`src/sv/bgr_pkg.sv`:
```
// Shared types and constants for the bitmap glyph row renderer.
// Holds the field widths, the mode codes, the controller states and the
// command and status structs between controller and datapath.
package bgr_pkg;

   // Default geometry of the glyph store and the stride ceiling.
   localparam int GLYPH_ROWS_DEFAULT  = 16;
   localparam int GLYPH_COUNT_DEFAULT = 256;
   localparam int MAX_STRIDE_DEFAULT  = 16384;

   // Fixed field widths of the item and result formats.
   localparam int FONT_ADDR_W   = 12;
   localparam int FONT_BYTE_W   = 8;
   localparam int CHAR_CODE_W   = 8;
   localparam int POS_W         = 14;
   localparam int COLOR_W       = 32;
   localparam int STRIDE_W      = 15;
   localparam int PIXEL_INDEX_W = 29;
   localparam int MASK_W        = 8;

   localparam int REQ_TDATA_W = 88;
   localparam int RSP_TDATA_W = 72;

   localparam logic [STRIDE_W-1:0] STRIDE_RESET = STRIDE_W'(1024);

   // Item kinds carried on the request tuser.
   localparam logic MODE_LOAD = 1'b0;
   localparam logic MODE_DRAW = 1'b1;

   typedef enum logic [1:0] {
      ST_IDLE,
      ST_MUL,
      ST_ADD,
      ST_ROWS
   } bgr_state_type;

   typedef struct packed {
      logic write_font;
      logic capture;
      logic setup_mul;
      logic setup_add;
      logic issue;
   } bgr_cmd_type;

   typedef struct packed {
      logic fetch_free;
      logic last_row;
   } bgr_status_type;

endpackage

```
`src/sv/bgr_ctrl.sv`:
```
// Controller state machine of the glyph row renderer.
// Depends on bgr_pkg for the state enum and the command and status structs.
module bgr_ctrl (
   input  logic                    clock,
   input  logic                    reset,
   input  logic                    req_tvalid,
   output logic                    req_tready,
   input  logic                    req_mode,
   input  bgr_pkg::bgr_status_type status,
   output bgr_pkg::bgr_cmd_type    cmd
);
   import bgr_pkg::*;

   bgr_state_type state_ff;
   bgr_state_type state_in;

   always_ff @(posedge clock) begin
      if (reset) begin
         state_ff <= ST_IDLE;
      end else begin
         state_ff <= state_in;
      end
   end

   always_comb begin
      state_in   = state_ff;
      req_tready = 1'b0;
      cmd        = '0;
      case (state_ff)
         ST_IDLE: begin
            req_tready = 1'b1;
            if (req_tvalid) begin
               if (req_mode == MODE_DRAW) begin
                  cmd.capture = 1'b1;
                  state_in    = ST_MUL;
               end else begin
                  cmd.write_font = 1'b1;
               end
            end
         end
         ST_MUL: begin
            cmd.setup_mul = 1'b1;
            state_in      = ST_ADD;
         end
         ST_ADD: begin
            cmd.setup_add = 1'b1;
            state_in      = ST_ROWS;
         end
         ST_ROWS: begin
            if (status.fetch_free) begin
               cmd.issue = 1'b1;
               if (status.last_row) begin
                  state_in = ST_IDLE;
               end
            end
         end
         default: begin
            state_in = ST_IDLE;
         end
      endcase
   end

endmodule

```
`config.mk`:
```
export PLATFORM = sky130hd
export DESIGN_NAME = bgr_ctrl
export DESIGN_NICKNAME = d
export VERILOG_FILES = /design/src/sv/bgr_pkg.sv /design/src/sv/bgr_ctrl.sv
export SDC_FILE = /design/constraint.sdc
export NUM_CORES = 1
export LEC_CHECK = 0
export BUFFER_PORTS_ARGS = -buffer_cell sky130_fd_sc_hd__buf_2
export CORE_AREA = 10 10 47 49
export DETAILED_ROUTE_END_ITERATION = 10
export DIE_AREA = 0 0 57 59
export GPL_ROUTABILITY_DRIVEN = 0
export GPL_TIMING_DRIVEN = 0
export PLACE_DENSITY = 0.34
export SYNTH_ARGS = -nofsm -noshare
export SYNTH_HDL_FRONTEND = slang
export SYNTH_SLANG_ARGS = --single-unit
```
`constraint.sdc`:
```
create_clock -name clock -period 1 [get_ports clock]
set_input_delay 0.25 -clock clock [delete_from_list [all_inputs] [get_ports clock]]
set_output_delay 0.25 -clock clock [all_outputs]
set_load 0.01 [all_outputs]
```
==> results.yml, run 1 <==
run_status:
  status: "finished, violations left"
  violations: "negative setup slack"
routing:
  first_pass_iters: 2
  route.detailed.drc: 0
  drt_iter0_drc: 3
  vias_per_cell: 3.78
  routedWlPerCell_um: 9.46
  totalWireLength_um: 511
  antenna_left: 0
  num_vias: 204
placement:
  placedCellCount: 48
  io_buffers: 11
  dpl_cell_area_sq_um: 284
  place_ws_ns: -0.165
synthesis:
  yosys_warnings: 0
  synthFlopType: "dfxtp_1"
  syn_area_sq_um: 189
  synth-edff-count: 0
  yosysMostFrequentCell: "ha_1"
  async_flop_share_pct: 0
  synth_seq_area_share_pct: 21.2
  synth_top_area_share_pct: 26.5
  synth-seq-cells: 2
  synth.avg_cell_area_sq_um: 9.00
  synth_area_leaders: "ha_1 (26%), dfxtp_1 (21%), a21boi_4 (9.9%)"
  yosysTopAreaCell: "ha_1"
  ys_types: 13
  syn-num-nets: 31
  postSynthCellCount: 21
run:
  drv_cap: 0
clock_network:
  cts_tree: "done"
  insertion_delay_ns: 0.22
  clock_path_buffers: 2
  path_clk_slew_ns: 0.03
  htreeDepth: 1
  cts_root_buffer: "clkbuf_4"
  cts.sinks: 2
  cts_buffers: 3
layout:
  diodes: 0
  largest_register_ffs: 2
  fin_area_sq_um: 353
  seq_area_sq_um: 45.0
  multiInputGateArea_sq_um: 171
  fin_util_pct: 25.2
  regMostFlops: "state_ff"
  reg_top3: "state_ff x2"
  area_growth_pct: 86.8
  fin_cells: 54
  final_nets: 50
  fillers: 174
  drive_gt1_share_pct: 68.4
floorplanning:
  start_util_pct: 13.5
  dieArea_sq_mm: 0.00336
  die_h_um: 59
  io_pins: 12
  rows: 14
  core_area_sq_mm: 0.00140
  die_x_um: 57
global_routing:
  grtUsageMet2_pct: 4.65
  grt_max_degree: 5
  track_usage_pct: 3.46
  antenna_found_initial: 0
  grt_pass1_wl_um: 834
  grt_util_met1_pct: 2.61
  top_usage_layer: "met2"
  grt_overflow: 0
  grt_pass1_vias: 204
  use_met3_pct: 3.43
worst_setup_path:
  crit_family: "flip-flops"
  endpoint_kind: "primary output"
  start_kind: "flop"
  required_ns: 0.75
  worstPathArrival_ns: 1.05
  max_stage_delay_ns: 0.35
  path_cells: "inv_2 > ha_4 > and3_1 > buf_2"
  cp_slowest_cell: "dfxtp_2"
  critPathKind: "reg -> out"
  path_max_fanout: 4
  critPathBufInv: 2
timing:
  fin_crit_sh_pct: 130
  rsz0062_at_grt: "true"
  slew_violations: 0
  hold_ws_ns: 0.296
  tightest_slew_ns: 0.119
  layout_setup_ws_ns: -0.296
  fin_worst_skew_ns: 0.00140
  fmax_ghz: 0.772
  finalSetupTns_ns: -1.77
  finalSetupViolCount: 8
  period_needed_ns: 1.30
  hold_viol: 0
  relSlewSlack_pct: 91.8
power:
  p_leak_nw: 0.176
  pwr_density_cell_mw_per_mm2: 2540
  total_power_uw: 896
  ir_drop_mv: 0.720
worst_hold_path:
  holdCritPathClass: "in -> reg"
logic make-up (layout without fill, tap and decap cells):
| logic type | Yosys count | after routing | synth area share (%) |
|---|---|---|---|
| mux | 1 | 1 | 5.30 |
| compound gates | 4 | 4 | 21.9 |
| simple gates | 8 | 8 | 21.2 |
| flops | 2 | 2 | 21.2 |
| buf+inv | 2 | 19 | 3.97 |
| fa+ha+maj | 4 | 4 | 26.5 |
timing repair:
action,4_1_cts,5_1_grt
endpoints found under the setup margin,8,8
gates resized for setup,2,5
buffers inserted,1,2
pin swaps,2,0
hold buffers,0,0
where the power goes:
| group | internal (mW) | switching (mW) | total, mW |
|---|---|---|---|
| sequential | 0.125 | 0.0429 | 0.168 |
| clock | 0.132 | 0.0429 | 0.175 |
| combinational | 0.304 | 0.249 | 0.553 |
layout by cell type, fill, tap and decap left out, drive strengths merged:
master,instances
dfxtp,2
and3,1
nand2,2
clkbuf,3
nand2b,2
mux2i,1
o21a,1
a21bo,1
nor2,2
ha,4
a21oi,1
a21boi,1
buf,14
and2,1
inv,2
area by class of cell:
class / count / area share (%)
Inverter: 2 / 2.84
Sequential cell: 2 / 12.8
Timing Repair Buffer: 14 / 23.8
Multi-Input combinational cell: 17 / 48.6
Clock buffer: 3 / 6.38
Tap cell: 16 / 5.67
path summary, 6_finish.rpt:
check                            startpoint     endpoint  slack, ns  depth (start not counted)
worst max-delay path            state_ff[1]       cmd[3]      -0.30                          4
worst min-delay path                  reset  state_ff[0]       0.30                          3
worst max register to register  state_ff[0]  state_ff[1]      -0.16                          4
worst min register to register  state_ff[1]  state_ff[1]       0.51                          2
metal layers:
| layer | share of wire (%) | vias to the layer above |
|---|---|---|
| met4 | 0 | 0 |
| met1 | 38 | 93 |
| met5 | 0 | - |
| li1 | - | 103 |
| met3 | 13 | 0 |
| met2 | 49 | 8 |
worst reg2reg max path, stage by stage (launching register included):
cell      delay, ns
dfxtp_4        0.35
ha_2           0.17
a21bo_1        0.19
a21boi_4       0.19
mux2i_1        0.20
Power figures use the tool's default switching activity.
==> inputs of run 2 (changes only) <==
CTS_BUF_LIST = sky130_fd_sc_hd__clkbuf_8   (was default)
SLEW_MARGIN = 10   (was default)
==> run 2 against run 1 <==
Net effect: the run still ends with negative setup slack left; non-clock buffer count is 1 lower; largest power group unchanged; critical path depth stayed put; combinational power is 7.6% lower; worst setup slack better by 0.016 ns; die area stayed put; sequential power hardly changed; routed wire length is 2.5% lower; clock skew is 0.0011 ns lower; worst hold slack better by 0.017 ns; power is 11% higher; global-route usage stayed put.
==> results.yml, run 2 (synthesized netlist as in run 1, its figures left out) <==
layout:
  diodes: 0
  fin_area_sq_um: 354
  layout_common_cells: "buf_2 (10), clkbuf_8 (3)"
  largest_register_ffs: 2
  fin_cells: 53
  final_nets: 49
  drive_gt1_share_pct: 67.6
  regMostFlops: "state_ff"
  reg_top3: "state_ff x2"
  final_common_cell: "buf_2"
  area_growth_pct: 87.4
power:
  pwr-share-seq_pct: 17.2
  pwr_density_cell_mw_per_mm2: 2800
  swShare_pct: 33.5
  pwr-share-comb_pct: 51.5
  p_switching_uw: 333
  intPower_uw: 659
  ir_drop_mv: 0.898
  p_leak_nw: 0.177
  p_clk_share_pct: 31.3
routing:
  antenna_left: 0
  drt_iter0_drc: 2
  highest_layer: "met3"
  num_vias: 202
  wl_met1_um: 185
  first_pass_iters: 2
  routedWlPerCell_um: 9.40
  totalWireLength_um: 498
  vias_per_cell: 3.81
  met2_length_um: 248
  route.detailed.drc: 0
  wl_met3_um: 64
worst_setup_path:
  worstPathArrival_ns: 1.03
  start_kind: "flop"
  crit_family: "flip-flops"
  endpoint_kind: "primary output"
  path_max_fanout: 4
  path_cells: "inv_2 > ha_4 > and3_1 > buf_2"
  cp_slowest_cell: "dfxtp_2"
  critPathBufInv: 2
  required_ns: 0.75
  critPathKind: "reg -> out"
  max_stage_delay_ns: 0.35
clock_network:
  path_clk_slew_ns: 0.03
  cts_root_buffer: "clkbuf_8"
  insertion_delay_ns: 0.21
  cts_buffers: 3
  cts_tree: "done"
  htreeDepth: 1
  cts.sinks: 2
  clock_path_buffers: 2
  hold_buffers: 0
timing:
  fmax_ghz: 0.781
  layout_setup_ws_ns: -0.280
  relSlewSlack_pct: 91.8
  tightest_slew_ns: 0.119
  slew_violations: 0
  fin_crit_sh_pct: 128
  rsz0062_at_grt: "true"
  finalSetupTns_ns: -1.71
  finalSetupViolCount: 8
  period_needed_ns: 1.28
  hold_viol: 0
  fin_worst_skew_ns: 0.000308
floorplanning:
  start_util_pct: 13.5
  core_area_sq_mm: 0.00140
  rows: 14
  die_h_um: 59
  dieArea_sq_mm: 0.00336
  die_x_um: 57
  io_pins: 12
global_routing:
  grt_overflow: 0
  grt_pass1_wl_um: 834
  grt_pass1_vias: 204
  antenna_found_initial: 0
  grt_max_degree: 5
  track_usage_pct: 3.46
placement:
  dpl_cell_area_sq_um: 284
  placedCellCount: 48
  io_buffers: 11
run_status:
  status: "finished, violations left"
  violations: "negative setup slack"
worst_hold_path:
  holdCritPathClass: "in -> reg"
run:
  drv_cap: 0
[run 2: layout make-up]
type / count / area (sq um)
multi-input cells: 17 / 161
flip-flops and latches: 2 / 45.0
inverters: 2 / 10.0
repair buffers: 13 / 76.3
clock buffers: 3 / 41.3
well taps: 16 / 20.0
fillers: 173 / 1050
[run 2: worst paths after layout]
check | from | slack, ns | to | depth (start not counted)
min | reset | 0.31 | state_ff[0] | 3
max | state_ff[1] | -0.28 | cmd[3] | 4
min reg2reg | state_ff[1] | 0.51 | state_ff[1] | 2
max reg2reg | state_ff[0] | -0.16 | state_ff[1] | 4
[run 2: power by group through the flow]
stage | combinational, mW | clock [mW] | sequential [mW]
after floorplan | 0.330 | 0 | 0.147
after global placement | 0.444 | 0 | 0.157
after detailed placement | 0.451 | 0 | 0.156
after CTS | 0.481 | 0.324 | 0.160
after global routing | 0.589 | 0.334 | 0.179
final | 0.511 | 0.311 | 0.170
[run 2: worst min-delay path: stages]
cell,delay [ns]
buf_2,0.09
a21oi_1,0.04
o21a_1,0.09
[run 2: per-stage QoR]
step | util [%] | setup WS, ns | total power [mW] | hold WS [ns]
5_1_grt | 25.3 | -0.332 | 1.10 | 0.333
6_report | 25.3 | -0.280 | 0.992 | 0.313
2_1_floorplan | - | -0.0866 | 0.478 | 0.397
4_1_cts | 23.8 | -0.308 | 0.965 | 0.311
3_5_place_dp | 20.3 | -0.165 | 0.607 | 0.499
3_3_place_gp | 20.3 | -0.160 | 0.601 | 0.492
[run 2: repair_timing]
item,CTS,global route
setup endpoints to repair,8,8
pin swaps,2,0
setup buffers,1,1
gates resized for setup,2,4
[run 2: metal layers]
layer / global-route usage [%] / vias to the layer above
li1: - / 101
met1: 2.61 / 93
met2: 4.65 / 8
met3: 3.43 / 0
met4: 4.03 / 0
met5: 0 / -
==> inputs of run 3 (changes only) <==
REMOVE_ABC_BUFFERS = 1   (was default)
==> run 3 against run 2 <==
Net effect: the flow still finishes with violations (negative setup slack); highest routed layer unchanged; die area stayed put; core utilization is 0.80 points higher; power is 6.2% higher.
==> results.yml, run 3 (synthesized netlist as in run 1, its figures left out) <==
power:
  pwr-share-seq_pct: 17.3
  p_switching_uw: 360
  p_leak_nw: 0.186
  p_clk_share_pct: 30.0
  swShare_pct: 34.1
  intPower_uw: 694
  pwr_density_cell_mw_per_mm2: 2880
  pwr-share-comb_pct: 52.8
  ir_drop_mv: 0.981
layout:
  fin_area_sq_um: 365
  drive_gt1_share_pct: 65.8
  largest_register_ffs: 2
  regMostFlops: "state_ff"
  reg_top3: "state_ff x2"
  final_common_cell: "buf_2"
  layout_common_cells: "buf_2 (10), clkbuf_8 (3), buf_4 (3)"
  fin_util_pct: 26.1
  final_nets: 50
  diodes: 0
  area_growth_pct: 93.4
clock_network:
  cts.sinks: 2
  clock_path_buffers: 2
  path_clk_slew_ns: 0.03
  cts_buffers: 3
  cts_tree: "done"
  cts_root_buffer: "clkbuf_8"
  htreeDepth: 1
  insertion_delay_ns: 0.21
routing:
  first_pass_iters: 1
  totalWireLength_um: 561
  num_vias: 194
  route.detailed.drc: 0
  routedWlPerCell_um: 10.4
  vias_per_cell: 3.59
  antenna_left: 0
  drt_iter0_drc: 0
placement:
  dpl_cell_area_sq_um: 264
  place_ws_ns: -0.290
  dp_hpwl_um: 427
  io_buffers: 11
global_routing:
  antenna_found_initial: 0
  grt_max_degree: 5
  track_usage_pct: 3.72
  grt_pass1_vias: 215
  grt_pass1_wl_um: 917
  grt_overflow: 0
timing:
  period_needed_ns: 1.28
  rsz0062_at_grt: "true"
  finalSetupTns_ns: -1.76
  relSlewSlack_pct: 92.5
  fin_worst_skew_ns: 0.00105
  fmax_ghz: 0.782
  fin_crit_sh_pct: 128
  tightest_slew_ns: 0.110
  hold_viol: 0
  slew_violations: 0
  finalSetupViolCount: 8
  layout_setup_ws_ns: -0.279
worst_setup_path:
  start_kind: "flop"
  endpoint_kind: "primary output"
  worst_r2r_endpoint: "state_ff[1]"
  path_max_fanout: 4
  rr_worst_depth: 4
  required_ns: 0.75
  ff2ff_setup_slack_ns: -0.18
  critPathKind: "reg -> out"
  startpoint: "state_ff[1]"
  endpoint: "cmd[3]"
  worstPathArrival_ns: 1.03
  r2r_start: "state_ff[0]"
floorplanning:
  rows: 14
  die_h_um: 59
  dieArea_sq_mm: 0.00336
  core_area_sq_mm: 0.00140
  io_pins: 12
  die_x_um: 57
  start_util_pct: 13.5
worst_hold_path:
  holdCritPathClass: "in -> reg"
run_status:
  status: "finished, violations left"
  violations: "negative setup slack"
run:
  drv_cap: 0
run 3: metrics by stage:
stage               power, mW  hold slack (ns)  cells
finish                   1.05            0.314     54
global route             1.14            0.331     54
CTS                     0.956            0.301     53
detailed placement      0.532            0.513     48
global placement        0.528            0.509     48
floorplan               0.415            0.405     21
run 3: how the worst min path moves through the flow:
stage / start / to / slack [ns] / cells after the start
finish: reset / state_ff[0] / 0.31 / 3
global route: reset / state_ff[0] / 0.33 / 3
CTS: reset / state_ff[0] / 0.30 / 3
detailed placement: state_ff[1] / state_ff[1] / 0.51 / 2
global placement: state_ff[1] / state_ff[1] / 0.51 / 2
floorplan: reset / state_ff[0] / 0.40 / 2
run 3: layer usage:
metal / vias up / track usage [%] / part of all wire (%)
li1: 104 / - / -
met1: 81 / 3.68 / 44
met2: 9 / 4.81 / 45
met3: 0 / 2.58 / 10
met5: - / 0 / 0
met4: 0 / 4.03 / 0
run 3: worst max-delay path, cell delays in order, from the launching register on:
cell and delay, ns:
dfxtp_4 0.36, inv_4 0.04, ha_4 0.15, and3_1 0.13
buf_2 0.13
run 3: cell type report:
cell class	count	area, sq um
clock buffer	3	41.3
fill	164	1040
inverter	2	12.5
multi-input combinational	17	160
sequential	2	47.5
tap	16	20.0
timing repair buffer	14	83.8
run 3: power by group through the flow:
stage | registers [mW] | logic, mW | clock network, mW
6_report | 0.182 | 0.556 | 0.316
5_1_grt | 0.189 | 0.620 | 0.333
4_1_cts | 0.158 | 0.468 | 0.330
3_5_place_dp | 0.146 | 0.386 | 0
3_3_place_gp | 0.147 | 0.381 | 0
2_1_floorplan | 0.139 | 0.276 | 0
run 3: what timing repair did:
action	4_1_cts	5_1_grt
setup buffers	2	1
resized for setup	6	7
endpoints found under the setup margin	8	8
gates cloned	0	0
hold buffers	0	0
pin swaps	2	0
